--- src/hw/rtl/assert_macros.svh ---
// Assertion macros used by the top level of the square image rotator.
// Depends on nothing; each macro expects a clock and reset of the usual names.
`ifndef ASSERT_MACROS_SVH
`define ASSERT_MACROS_SVH

// Checks a property on every rising clock edge outside of reset.
`define ASSERT_CLK(label, prop, msg) \
   label: assert property (@(posedge clock) disable iff (reset) (prop)) else $error(msg);

// Checks that two conditions never hold in the same cycle.
`define ASSERT_NEVER_BOTH(label, a, b, msg) \
   label: assert property (@(posedge clock) disable iff (reset) ((a) |-> !(b))) else $error(msg);

`endif

--- src/hw/rtl/sqr_rot_pkg.sv ---
// Package of the square image rotator: widths, character codes, view codes,
// register indexes and the control struct between controller and pixel memory.
package sqr_rot_pkg;

   localparam int DEF_MAX_SIDE = 16;
   localparam int SIDE_W = 5;
   localparam int PIX_W = 8;
   localparam int MIN_SIDE = 2;
   localparam int RESET_SIDE = 2;

   localparam logic [PIX_W-1:0] CHAR_SPACE = 8'h20;
   localparam logic [PIX_W-1:0] CHAR_NEWLINE = 8'h0A;

   localparam logic [1:0] VIEW_ORIG = 2'd0;
   localparam logic [1:0] VIEW_ROT90 = 2'd1;
   localparam logic [1:0] VIEW_ROT270 = 2'd2;
   localparam logic [1:0] VIEW_DIAMOND = 2'd3;

   localparam logic REG_SIDE = 1'b0;
   localparam logic REG_VIEW = 1'b1;

   localparam logic ACT_LOAD = 1'b0;
   localparam logic ACT_READ = 1'b1;

   typedef struct packed {
      logic wr_en;
      logic rd_en;
      logic blank;
      logic row_end;
      logic img_end;
   } mem_ctl_type;

endpackage

--- src/hw/rtl/sqr_rot_mem.sv ---
// Pixel memory of the square image rotator: one write port, one registered read port.
// Depends on sqr_rot_pkg for the pixel width and the control struct.
module sqr_rot_mem import sqr_rot_pkg::*; #(
   parameter int MAX_SIDE = DEF_MAX_SIDE,
   localparam int AW = $clog2(MAX_SIDE * MAX_SIDE)
) (
   input  logic             clock,
   input  mem_ctl_type      ctl,
   input  logic [AW-1:0]    wr_addr,
   input  logic [PIX_W-1:0] wr_data,
   input  logic [AW-1:0]    rd_addr,
   output logic [PIX_W-1:0] rd_data
);

   logic [PIX_W-1:0] store_ff [MAX_SIDE * MAX_SIDE];
   logic [PIX_W-1:0] rd_data_ff;

   always_ff @(posedge clock) begin
      if (ctl.wr_en) begin
         store_ff[wr_addr] <= wr_data;
      end
   end

   always_ff @(posedge clock) begin
      if (ctl.rd_en) begin
         rd_data_ff <= store_ff[rd_addr];
      end
   end

   assign rd_data = rd_data_ff;

endmodule

--- src/hw/rtl/sqr_rot_ctrl.sv ---
// Controller of the square image rotator: registers, load and output counters,
// and the mapping of each view position to a pixel address. Uses sqr_rot_pkg.
module sqr_rot_ctrl import sqr_rot_pkg::*; #(
   parameter int MAX_SIDE = DEF_MAX_SIDE,
   localparam int AW = $clog2(MAX_SIDE * MAX_SIDE)
) (
   input  logic              clock,
   input  logic              reset,
   input  logic              accept,
   input  logic              req_action,
   input  logic [PIX_W-1:0]  req_pixel_in,
   input  logic              csr_we,
   input  logic              csr_index,
   input  logic [SIDE_W-1:0] csr_wdata,
   output mem_ctl_type       ctl,
   output logic [AW-1:0]     wr_addr,
   output logic [AW-1:0]     rd_addr
);

   localparam int CW = (MAX_SIDE > 2) ? $clog2(MAX_SIDE) : 1;
   localparam int OW = $clog2(2 * MAX_SIDE);
   localparam int DW = OW + 2;

   logic [SIDE_W-1:0] side_ff, side_in, side_wr;
   logic [1:0]        view_ff, view_in;
   logic              loaded_ff, loaded_in;
   logic [CW-1:0]     load_row_ff, load_row_in, load_col_ff, load_col_in;
   logic [OW-1:0]     out_row_ff, out_row_in, out_col_ff, out_col_in;

   logic [OW-1:0]        n1, dim, cur_r, cur_c;
   logic signed [DW-1:0] da, db;
   logic [DW-2:0]        ha, hb;
   logic [CW-1:0]        pr, pc;
   logic                 blank, skip, do_load, do_read;

   assign skip = (req_pixel_in == CHAR_SPACE) || (req_pixel_in == CHAR_NEWLINE);
   assign do_load = accept && (req_action == ACT_LOAD) && !skip;
   assign do_read = accept && (req_action == ACT_READ) && loaded_ff;

   assign n1 = OW'(side_ff) - OW'(1);
   assign dim = (view_ff == VIEW_DIAMOND) ? (n1 << 1) + OW'(1) : OW'(side_ff);

   always_comb begin
      if (out_row_ff >= dim || out_col_ff >= dim) begin
         cur_r = '0;
         cur_c = '0;
      end else begin
         cur_r = out_row_ff;
         cur_c = out_col_ff;
      end
   end

   assign da = $signed(DW'(cur_r)) + $signed(DW'(cur_c)) - $signed(DW'(n1));
   assign db = $signed(DW'(cur_r)) - $signed(DW'(cur_c)) + $signed(DW'(n1));
   assign ha = da[DW-1:1];
   assign hb = db[DW-1:1];

   always_comb begin
      blank = 1'b0;
      unique case (view_ff)
         VIEW_ORIG: begin
            pr = CW'(cur_r);
            pc = CW'(cur_c);
         end
         VIEW_ROT90: begin
            pr = CW'(n1 - cur_c);
            pc = CW'(cur_r);
         end
         VIEW_ROT270: begin
            pr = CW'(cur_c);
            pc = CW'(n1 - cur_r);
         end
         default: begin
            pr = CW'(hb);
            pc = CW'(ha);
            blank = da[DW-1] || db[DW-1] || da[0]
               || (ha >= (DW-1)'(side_ff)) || (hb >= (DW-1)'(side_ff));
         end
      endcase
   end

   assign rd_addr = AW'(pr) * AW'(MAX_SIDE) + AW'(pc);
   assign wr_addr = AW'(load_row_ff) * AW'(MAX_SIDE) + AW'(load_col_ff);

   assign ctl.wr_en = do_load;
   assign ctl.rd_en = do_read;
   assign ctl.blank = blank;
   assign ctl.row_end = (cur_c == dim - OW'(1));
   assign ctl.img_end = (cur_c == dim - OW'(1)) && (cur_r == dim - OW'(1));

   always_comb begin
      if (csr_wdata < SIDE_W'(MIN_SIDE)) begin
         side_wr = SIDE_W'(MIN_SIDE);
      end else if (32'(csr_wdata) > MAX_SIDE) begin
         side_wr = SIDE_W'(MAX_SIDE);
      end else begin
         side_wr = csr_wdata;
      end
   end

   always_comb begin
      side_in = side_ff;
      view_in = view_ff;
      loaded_in = loaded_ff;
      load_row_in = load_row_ff;
      load_col_in = load_col_ff;
      out_row_in = out_row_ff;
      out_col_in = out_col_ff;
      if (do_load) begin
         if (32'(load_col_ff) + 1 >= 32'(side_ff)) begin
            load_col_in = '0;
            if (32'(load_row_ff) + 1 >= 32'(side_ff)) begin
               load_row_in = '0;
               loaded_in = 1'b1;
            end else begin
               load_row_in = load_row_ff + CW'(1);
            end
         end else begin
            load_col_in = load_col_ff + CW'(1);
         end
      end
      if (do_read) begin
         if (cur_c == dim - OW'(1)) begin
            out_col_in = '0;
            out_row_in = (cur_r == dim - OW'(1)) ? '0 : cur_r + OW'(1);
         end else begin
            out_col_in = cur_c + OW'(1);
            out_row_in = cur_r;
         end
      end
      if (csr_we) begin
         unique case (csr_index)
            REG_SIDE: begin
               side_in = side_wr;
               loaded_in = 1'b0;
               load_row_in = '0;
               load_col_in = '0;
               out_row_in = '0;
               out_col_in = '0;
            end
            default: begin
               view_in = csr_wdata[1:0];
            end
         endcase
      end
   end

   always_ff @(posedge clock) begin
      if (reset) begin
         side_ff <= SIDE_W'(RESET_SIDE);
         view_ff <= VIEW_ORIG;
         loaded_ff <= 1'b0;
         load_row_ff <= '0;
         load_col_ff <= '0;
         out_row_ff <= '0;
         out_col_ff <= '0;
      end else begin
         side_ff <= side_in;
         view_ff <= view_in;
         loaded_ff <= loaded_in;
         load_row_ff <= load_row_in;
         load_col_ff <= load_col_in;
         out_row_ff <= out_row_in;
         out_col_ff <= out_col_in;
      end
   end

endmodule

--- src/hw/rtl/square_image_rotator.sv ---
// Top level of the square image rotator: controller, pixel memory and result register.
// Depends on sqr_rot_pkg, sqr_rot_ctrl, sqr_rot_mem and assert_macros.svh.
//
//   Channel   Ports                              Handshake
//   request   start, busy, req_action, req_pixel_in   start && !busy
//   response  rsp_valid, rsp_pixel_out, rsp_row_end, rsp_image_end   strobe
//   csr       csr_we, csr_index, csr_wdata       write enable
//
// One beat is taken every cycle; busy stays low.
// A read beat of a loaded image is answered through the registered memory read port.
// A load beat other than a space or newline writes memory when taken; no result.
// Reset restores side 2 and the original view and empties the image; no clearing pass.
`include "assert_macros.svh"

module square_image_rotator import sqr_rot_pkg::*; #(
   parameter int MAX_SIDE = DEF_MAX_SIDE
) (
   input  logic              clock,
   input  logic              reset,
   input  logic              start,
   output logic              busy,
   input  logic              req_action,
   input  logic [PIX_W-1:0]  req_pixel_in,
   output logic              rsp_valid,
   output logic [PIX_W-1:0]  rsp_pixel_out,
   output logic              rsp_row_end,
   output logic              rsp_image_end,
   input  logic              csr_we,
   input  logic              csr_index,
   input  logic [SIDE_W-1:0] csr_wdata
);

   localparam int AW = $clog2(MAX_SIDE * MAX_SIDE);

   mem_ctl_type      ctl;
   logic [AW-1:0]    wr_addr, rd_addr;
   logic [PIX_W-1:0] rd_data;
   logic             accept;
   logic             valid_ff, blank_ff, row_end_ff, img_end_ff;

   assign busy = 1'b0;
   assign accept = start && !busy;

   sqr_rot_ctrl #(.MAX_SIDE(MAX_SIDE)) u_ctrl (
      .clock        (clock),
      .reset        (reset),
      .accept       (accept),
      .req_action   (req_action),
      .req_pixel_in (req_pixel_in),
      .csr_we       (csr_we),
      .csr_index    (csr_index),
      .csr_wdata    (csr_wdata),
      .ctl          (ctl),
      .wr_addr      (wr_addr),
      .rd_addr      (rd_addr)
   );

   sqr_rot_mem #(.MAX_SIDE(MAX_SIDE)) u_mem (
      .clock   (clock),
      .ctl     (ctl),
      .wr_addr (wr_addr),
      .wr_data (req_pixel_in),
      .rd_addr (rd_addr),
      .rd_data (rd_data)
   );

   always_ff @(posedge clock) begin
      if (reset) begin
         valid_ff <= 1'b0;
      end else begin
         valid_ff <= ctl.rd_en;
      end
   end

   always_ff @(posedge clock) begin
      if (ctl.rd_en) begin
         blank_ff <= ctl.blank;
         row_end_ff <= ctl.row_end;
         img_end_ff <= ctl.img_end;
      end
   end

   assign rsp_valid = valid_ff;
   assign rsp_pixel_out = blank_ff ? CHAR_SPACE : rd_data;
   assign rsp_row_end = row_end_ff;
   assign rsp_image_end = img_end_ff;

   `ASSERT_CLK(a_rsp_follows_read, rsp_valid |-> $past(accept && req_action == ACT_READ), "result beat without a read beat")
   `ASSERT_NEVER_BOTH(a_no_rd_wr_same_cycle, ctl.wr_en, ctl.rd_en, "memory read and write in one cycle")
   `ASSERT_CLK(a_image_end_ends_row, (rsp_valid && rsp_image_end) |-> rsp_row_end, "image end off a row end")

endmodule
--- config.mk ---
export PLATFORM = sky130hd
export DESIGN_NAME = square_image_rotator
export DESIGN_NICKNAME = d
export VERILOG_FILES = /design/src/hw/rtl/sqr_rot_pkg.sv /design/src/hw/rtl/sqr_rot_mem.sv /design/src/hw/rtl/sqr_rot_ctrl.sv /design/src/hw/rtl/square_image_rotator.sv
export VERILOG_INCLUDE_DIRS = /design/src /design/src/hw/rtl
export SDC_FILE = /design/constraint.sdc
export NUM_CORES = 2
export LEC_CHECK = 0
export BUFFER_PORTS_ARGS = -buffer_cell sky130_fd_sc_hd__buf_2
export CAP_MARGIN = 20
export CELL_PAD_IN_SITES_DETAIL_PLACEMENT = 2
export CELL_PAD_IN_SITES_GLOBAL_PLACEMENT = 2
export CORE_UTILIZATION = 52
export DETAILED_ROUTE_END_ITERATION = 7
export PLACE_DENSITY_LB_ADDON = 0.1
export SKIP_CTS_REPAIR_TIMING = 1
export SYNTH_ARGS = -nofsm -noshare
export SYNTH_HDL_FRONTEND = slang
export SYNTH_HIERARCHICAL = 1
export SYNTH_SLANG_ARGS = --single-unit
--- constraint.sdc ---
create_clock -name clock -period 19.2 [get_ports clock]
set_input_delay 1.92 -clock clock [delete_from_list [all_inputs] [get_ports clock]]
set_output_delay 1.92 -clock clock [all_outputs]
set_load 0.01 [all_outputs]
## After elaboration in Yosys (flattened, before gate mapping)

Memory sizes are Yosys's and may differ from the RTL's. A register that Yosys moved wholly into a read port is not among the register bits.
Cells that the tools add are included.

| storage, ports and cells | value |
|---|---|
| input port bits | 19 |
| memory bits (writable) | 2048 |
| bits in registers | 30 |
| word-level logic and storage cells | 95 |
| output and inout bits | 12 |
| memories kept | 1 |

Memories:

| memory | depth | bits a word | rd ports | clocked after memory_dff | write ports | line | source |
|---|---|---|---|---|---|---|---|
| u_mem.store_ff | 256 | 8 | 1 | 1 | 1 | sqr_rot_mem.sv:15 | `logic [PIX_W-1:0] store_ff [MAX_SIDE * MAX_SIDE];` |

| operators by class | value |
|---|---|
| muxes and demuxes | 33 |
| add/subtract/negate cells | 17 |
| reductions and logical operators | 16 |
| equality and inequality tests | 7 |
| order comparisons | 8 |
| bitwise logic cells | 2 |

Operator list:

| operator | count |
|---|---|
| 5-bit two-way mux | 14 |
| 32-bit by 5-bit greater-or-equal comparator with 1-bit output | 2 |
| 4-bit two-way mux | 9 |
| 4-bit case mux with 3 select lines | 2 |
| 8-bit by 4-bit adder with 8-bit output | 2 |
| 5-bit by 1-bit adder with 5-bit output (second input constant) | 3 |
| 6-bit by 5-bit greater-or-equal comparator with 1-bit output | 2 |
| 4-bit by 1-bit adder with 5-bit output (second input constant) | 2 |
| 5-bit == test | 2 |
| 5-bit greater-or-equal comparator | 2 |
| 5-bit by 1-bit subtractor with 5-bit output (second input constant) | 2 |
| 4-bit by 1-bit adder with 4-bit output (second input constant) | 2 |
| 8-bit by 4-bit == test with 1-bit output (second input constant) | 1 |
| 8-bit by 6-bit == test with 1-bit output (second input constant) | 1 |
| 8-bit two-way mux | 1 |
| 4-bit subtractor | 2 |
| 6-bit by 6-bit adder with 7-bit output | 1 |
| 1-bit two-way mux | 7 |
| 6-bit by 5-bit subtractor with 7-bit output | 1 |
| 5-bit by 5-bit adder with 6-bit output | 1 |
| 1-bit logical OR | 6 |
| 5-bit by 5-bit subtractor with 6-bit output | 1 |
| 5-bit greater-than comparator (second input constant) | 1 |
| 1-bit logical AND | 5 |
| 8 further kinds | 11 |

## Logic depth before layout (Yosys ltp)

| logic depth | value |
|---|---|
| depth after elaboration | 12 |
| gate-level depth with buffers | 32 |
| depth with buffers taken out | 29 |

## Hierarchy

Netlist, hierarchy kept.

Modules (own cells, without submodules):

| module | area each (um^2) | times used | sequential area each (um^2) | cells each |
|---|---|---|---|---|
| sqr_rot_mem | 79636.4 | 1 | 61739.2 | 3733 |
| sqr_rot_ctrl | 3523.4 | 1 | 520.5 | 428 |
| square_image_rotator | 177.7 | 1 | 110.1 | 15 |

## Worst setup path before layout

No wires, ideal clock.

| timing path | value |
|---|---|
| path kind | reg2reg |
| from | register u_ctrl.side_ff[0] |
| to | register u_mem.rd_data_ff[6] (netlist: u_mem/rd_data[6]), read port of u_mem.store_ff, data pin |
| required time | 18.933 ns |
| cell stages (with the launch flop) | 25 |
| period minus slack after synthesis | 6.399 ns |
| arrival | 6.132 ns |
| setup slack | 12.801 ns |
| setup time | 0.267 ns |
| cell sequence | dfxtp_1 -> inv_1 -> ha_1 -> nand2_1 -> o21ai_0 -> ha_1 -> a2111oi_0 -> a211o_4 -> o21a_1 -> buf_2 -> nand2_1 -> inv_1 -> fa_1 -> fa_1 -> a21o_1 -> a21oi_1 -> xnor2_1 -> mux4_2 -> buf_2 -> buf_2 -> a21oi_1 -> nand2b_1 -> o22ai_1 -> nor4_1 -> nor4_2 |

| between the ends | value |
|---|---|
| cells in the longest elaborated chain, start to end | 10 |
| elaborated cells on any way between the ends | 17 |

RTL lines:

| item | line | source |
|---|---|---|
| from (decl) | sqr_rot_ctrl.sv:24 | `logic [SIDE_W-1:0] side_ff, side_in, side_wr;` |
| from (signal assigned) | sqr_rot_ctrl.sv:150 | `side_ff <= SIDE_W'(RESET_SIDE);` |
| from (signal assigned) | sqr_rot_ctrl.sv:158 | `side_ff <= side_in;` |
| 5-bit by 1-bit subtractor with 5-bit output | sqr_rot_ctrl.sv:40 | `assign n1 = OW'(side_ff) - OW'(1);` |
| 5-bit by 1-bit adder with 5-bit output | sqr_rot_ctrl.sv:41 | `assign dim = (view_ff == VIEW_DIAMOND) ? (n1 << 1) + OW'(1) : OW'(side_ff);` |
| 5-bit two-way mux | sqr_rot_ctrl.sv:41 |  |
| 5-bit greater-or-equal comparator | sqr_rot_ctrl.sv:44 | `if (out_row_ff >= dim \|\| out_col_ff >= dim) begin` |
| 1-bit logical OR | sqr_rot_ctrl.sv:44 |  |
| 5-bit two-way mux | sqr_rot_ctrl.sv:44 |  |
| 5-bit by 5-bit adder with 6-bit output | sqr_rot_ctrl.sv:53 | `assign da = $signed(DW'(cur_r)) + $signed(DW'(cur_c)) - $signed(DW'(n1));` |
| 6-bit by 5-bit subtractor with 7-bit output | sqr_rot_ctrl.sv:53 |  |
| 4-bit case mux with 3 select lines (*) | sqr_rot_ctrl.sv:60 | `unique case (view_ff)` |
| 8-bit by 4-bit adder with 8-bit output (*) | sqr_rot_ctrl.sv:82 | `assign rd_addr = AW'(pr) * AW'(MAX_SIDE) + AW'(pc);` |
| net rd_addr[3] | square_image_rotator.sv:36 | `logic [AW-1:0] wr_addr, rd_addr;` |
| to (decl) | sqr_rot_mem.sv:16 | `logic [PIX_W-1:0] rd_data_ff;` |

Mark *: on every way through the listed nets, which the timed path passes. The rest lies on a longest branch.
A chain may end at the register's enable or synchronous reset.

## Worst setup path after layout

| timing path | value |
|---|---|
| from | register u_ctrl.view_ff[1] |
| to | register u_mem.rd_data_ff[3] (netlist: u_mem/rd_data[3]), read port of u_mem.store_ff, data pin |

| between the ends | value |
|---|---|
| cells in the longest elaborated chain, start to end | 9 |
| elaborated cells on any way between the ends | 19 |

RTL lines:

| item | line | source |
|---|---|---|
| from (decl) | sqr_rot_ctrl.sv:25 | `logic [1:0] view_ff, view_in;` |
| from (signal assigned) | sqr_rot_ctrl.sv:159 | `view_ff <= view_in;` |
| 2-bit == test | sqr_rot_ctrl.sv:41 |  |
| 5-bit two-way mux | sqr_rot_ctrl.sv:41 |  |
| 5-bit greater-or-equal comparator | sqr_rot_ctrl.sv:44 |  |
| 1-bit logical OR | sqr_rot_ctrl.sv:44 |  |
| 5-bit two-way mux | sqr_rot_ctrl.sv:44 |  |
| 5-bit by 5-bit adder with 6-bit output | sqr_rot_ctrl.sv:53 |  |
| 6-bit by 5-bit subtractor with 7-bit output | sqr_rot_ctrl.sv:53 |  |
| 4-bit case mux with 3 select lines (*) | sqr_rot_ctrl.sv:60 |  |
| 8-bit by 4-bit adder with 8-bit output (*) | sqr_rot_ctrl.sv:82 |  |
| net rd_addr[0] | square_image_rotator.sv:36 |  |

Marked as above.

==> flow_metrics.tcl <==
set metrics [dict create \
    postSynthAreaPerCell_um2 19.96 \
    hpwl_um 176400 \
    status "finished clean" \
    vias 47470 \
    place_congestion 0.8349 \
    worstPathCellList "and2_1 -> nor2_1 -> inv_1 -> ha_1 -> nand2b_1 -> a2111oi_0 -> o22a_2 -> o21a_1 -> nand2_1 -> inv_1 -> fa_1 -> fa_1 -> a21oi_1 -> a21oi_4 -> buf_12 -> buf_4 -> buf_4 -> buf_4 -> mux4_2 -> a22oi_1 -> nand2_1 -> a211oi_1 -> nor4_1" \
    io_buffers 29 \
    r2r_end "u_mem/rd_data[3]" \
    fp.dieW_um 402.3 \
    ys_ff_latch 2086 \
    die_area_um2 161900 \
    p_switching_mw 2.241 \
    path_max_fanout 97 \
    power.share.clock 0.432 \
    cts_root_buffer "clkbuf_16" \
    yosys.area_share.simple 0.03402 \
    grt_pass1_wl_um 418900 \
    worstRegToRegCells 23 \
    timing.hold.ws_ns 0.5466 \
    finClkSkew_ns 0.03711 \
    crit_end "u_mem/rd_data[3]" \
    dr.pass1.iters 5 \
    antenna_found_initial 20 \
    wl_per_cell_um 46.40 \
    yosysTopAreaCell "edfxtp_1" \
    drt-total-wl_um 303800 \
    initial_core_util 0.5250 \
    synthXorXnorAreaFrac 0.004624 \
    rows 146 \
    synthFlopType "edfxtp_1" \
    ant_nets 0 \
    drcViolationCount 0 \
    ys_seq_area_frac 0.7484 \
    grt_overflow 0 \
    syn_nets 4257 \
    fin_util 0.5832 \
    rsz0062_at_grt "false" \
    synthToLayoutAreaGrowth_pct 11.09 \
    placed_area_um2 85610 \
    yosys-top-cells-area "edfxtp_1 (74%), mux4_2 (12%), mux2i_1 (1.7%), nor2_1 (1.4%), a22oi_1 (1.2%)" \
    ys_types 87 \
    synthAdderAreaFrac 0.01006 \
    finalSetupTns_ns 0 \
    crit_required_ns 19.72 \
    swShare 0.2314 \
    synthCells 4176 \
    synthesis.area_um2 83340 \
    peakVddDrop_v 0.0001039 \
    core_area_um2 158700 \
    finalSetupViolCount 0 \
    htreeDepth 4 \
    die_y_um 402.3 \
    clkSlewWorstSetupHoldPaths_ns 0.06 \
    grt_max_degree 140 \
    yosysTopAreaCellShare 0.7419 \
    synth_async_sr_flop_share 0 \
    cts.path.max_buffers 3 \
    max_freq_mhz 84.73 \
    endpoint_kind "flip-flop" \
    numCtsBuffers 210 \
    cts.sinks 2086 \
    track_usage 0.3765 \
    seqPwrFrac 0.517 \
    postLayoutCellArea_um2 92580 \
    startpoint "u_ctrl/view_ff[1]" \
    num-nets-final 4374 \
    hold_class "reg -> reg" \
    synth_compound_area_frac 0.04076 \
    drtIter0Drc 6906 \
    power_density_nw_per_um2 104.6 \
    synth_top_family_by_area "multiplexers" \
    relSlewSlack 0.1617 \
    p_leak_nw 28.15 \
    pwr-share-comb 0.051 \
    cpMaxStageDelayCell "buf_4" \
    viasPerCell 7.250 \
    synth_edf_count 2059 \
    final-hold-violation-count 0 \
    crit_top_cell "buf_4" \
    drive_gt1_frac 0.2125 \
    grt_pass1_vias 49170 \
    maxCapViolations 0 \
    io_pins 31 \
    worst_setup_path_start_kind "flip-flop" \
    tightest_slew_ns 1.226 \
    power_mw 9.683 \
    intPower_mw 7.442 \
    clock_latency_ns 0.85 \
    finalMaxSlewViolations 0 \
    yosysWarnings 6 \
    finalCritPeriodShare 0.6147 \
    critPathMaxStageDelay_ns 0.92 \
    arrival_ns 12.32 \
    reg2reg_from "u_ctrl/view_ff[1]" \
    path_class "reg -> reg" \
    layout_min_cycle_time_ns 11.80 \
    cts_tree "built" \
    r2r_setup_slack_ns 7.40 \
    synthMuxAreaShare 0.1417 \
]
[per-layer routing]
metal	routed length, um	global-route usage
met5	79	0
met4	12850	0.1450
met3	26690	0.06852
met2	148800	0.6128
met1	115400	0.5090
[state kept, by name, summed over array words and instances, names as in the netlist]
name	flops
u_mem/store_ff	2048
u_ctrl/out_row_ff	5
rsp_valid	1
blank_ff	1
u_mem/rd_data	8
u_ctrl/load_row_ff	4
u_ctrl/load_col_ff	4
rsp_image_end	1
u_ctrl/out_col_ff	5
u_ctrl/loaded_ff	1
u_ctrl/side_ff	5
u_ctrl/view_ff	2
rsp_row_end	1
[power by group through the flow]
| stage | sequential, mW | clock, mW | combinational, mW |
|---|---|---|---|
| 2_1_floorplan | 5.10 | 0 | 0.282 |
| 3_3_place_gp | 5.10 | 0 | 0.448 |
| 3_5_place_dp | 5.10 | 0 | 0.480 |
| 4_1_cts | 5.01 | 4.22 | 0.492 |
| 5_1_grt | 5.00 | 4.33 | 0.514 |
| 6_report | 5.01 | 4.18 | 0.498 |
[kinds of logic (layout without fill, tap and decap cells)]
logic type               after synthesis  count (layout)
buffers and inverters                289             583
multiplexers                         603             603
AO/OA/AOI/OAI                        482             482
AND/OR/NAND/NOR                      608             608
XOR/XNOR                              44              44
adder cells (fa/ha/maj)               63              63
flip-flops                          2086            2086
other                                  1               6
[critical path: cells and delay by family (launching register included)]
| family | cells | cell delay, ns |
|---|---|---|
| adder cells (fa/ha/maj) | 3 | 1.40 |
| multiplexers | 1 | 0.62 |
| flip-flops | 1 | 0.84 |
| AO/OA/AOI/OAI | 7 | 3.17 |
| buffers and inverters | 6 | 3.62 |
| AND/OR/NAND/NOR | 6 | 1.56 |
[cell type report]
class,instances,area (um2)
Fill cell,12790,66160
Multi-Input combinational cell,1801,19420
Tap cell,2072,2592
Timing Repair Buffer,156,1404
Inverter,38,142.6
Clock inverter,124,1047
Sequential cell,2086,62370
Clock buffer,265,5588
Antenna cell,5,12.51
[synth_stat cells, types with 23 or more instances]
cell type  instances
a21oi_1          127
a22oi_1          135
buf_1             23
buf_2             33
buf_4             34
clkbuf_1         118
dfxtp_1           27
edfxtp_1        2059
ha_1              55
inv_1             37
mux2i_1          141
mux4_2           459
nand2_1           63
nand3_1           51
nor2_1           319
nor2b_1           48
nor3_1            27
nor4_1            26
o221ai_1          46
o22ai_1           31
xnor2_1           26
[layout by cell type (no fill, tap or decap), types with 37 or more instances in the layout]
| master | instances |
|---|---|
| a21oi_1 | 125 |
| a22oi_1 | 135 |
| buf_4 | 96 |
| clkbuf_1 | 48 |
| clkbuf_16 | 215 |
| clkinv_1 | 56 |
| clkinv_2 | 38 |
| edfxtp_1 | 2059 |
| ha_1 | 55 |
| inv_1 | 37 |
| mux2i_1 | 141 |
| mux4_2 | 456 |
| nand2_1 | 63 |
| nand3_1 | 44 |
| nor2_1 | 316 |
| nor2b_1 | 45 |
| o221ai_1 | 46 |
[worst min path at each step]
| stage | from | to | slack (ns) | depth (start not counted) |
|---|---|---|---|---|
| 4_1_cts | u_ctrl/out_row_ff[3] | u_ctrl/out_row_ff[3] | 0.54 | 2 |
| 2_1_floorplan | u_ctrl/loaded_ff | u_ctrl/loaded_ff | 0.44 | 2 |
| 3_5_place_dp | u_ctrl/out_row_ff[3] | u_ctrl/out_row_ff[3] | 0.52 | 2 |
| 3_3_place_gp | u_ctrl/out_col_ff[4] | u_ctrl/out_col_ff[4] | 0.49 | 2 |
| 5_1_grt | u_ctrl/out_col_ff[4] | u_ctrl/out_col_ff[4] | 0.59 | 2 |
| 6_report | u_ctrl/out_row_ff[3] | u_ctrl/out_row_ff[3] | 0.55 | 2 |
[stage by stage]
stage / cells / setup WS [ns]
CTS: 6521 / 7.574
global route: 6542 / 7.023
global placement: 6120 / 8.447
finish: 6547 / 7.397
floorplan: 4176 / 12.80
detailed placement: 6132 / 7.741
Note: power is estimated with default switching activity, not from simulation.
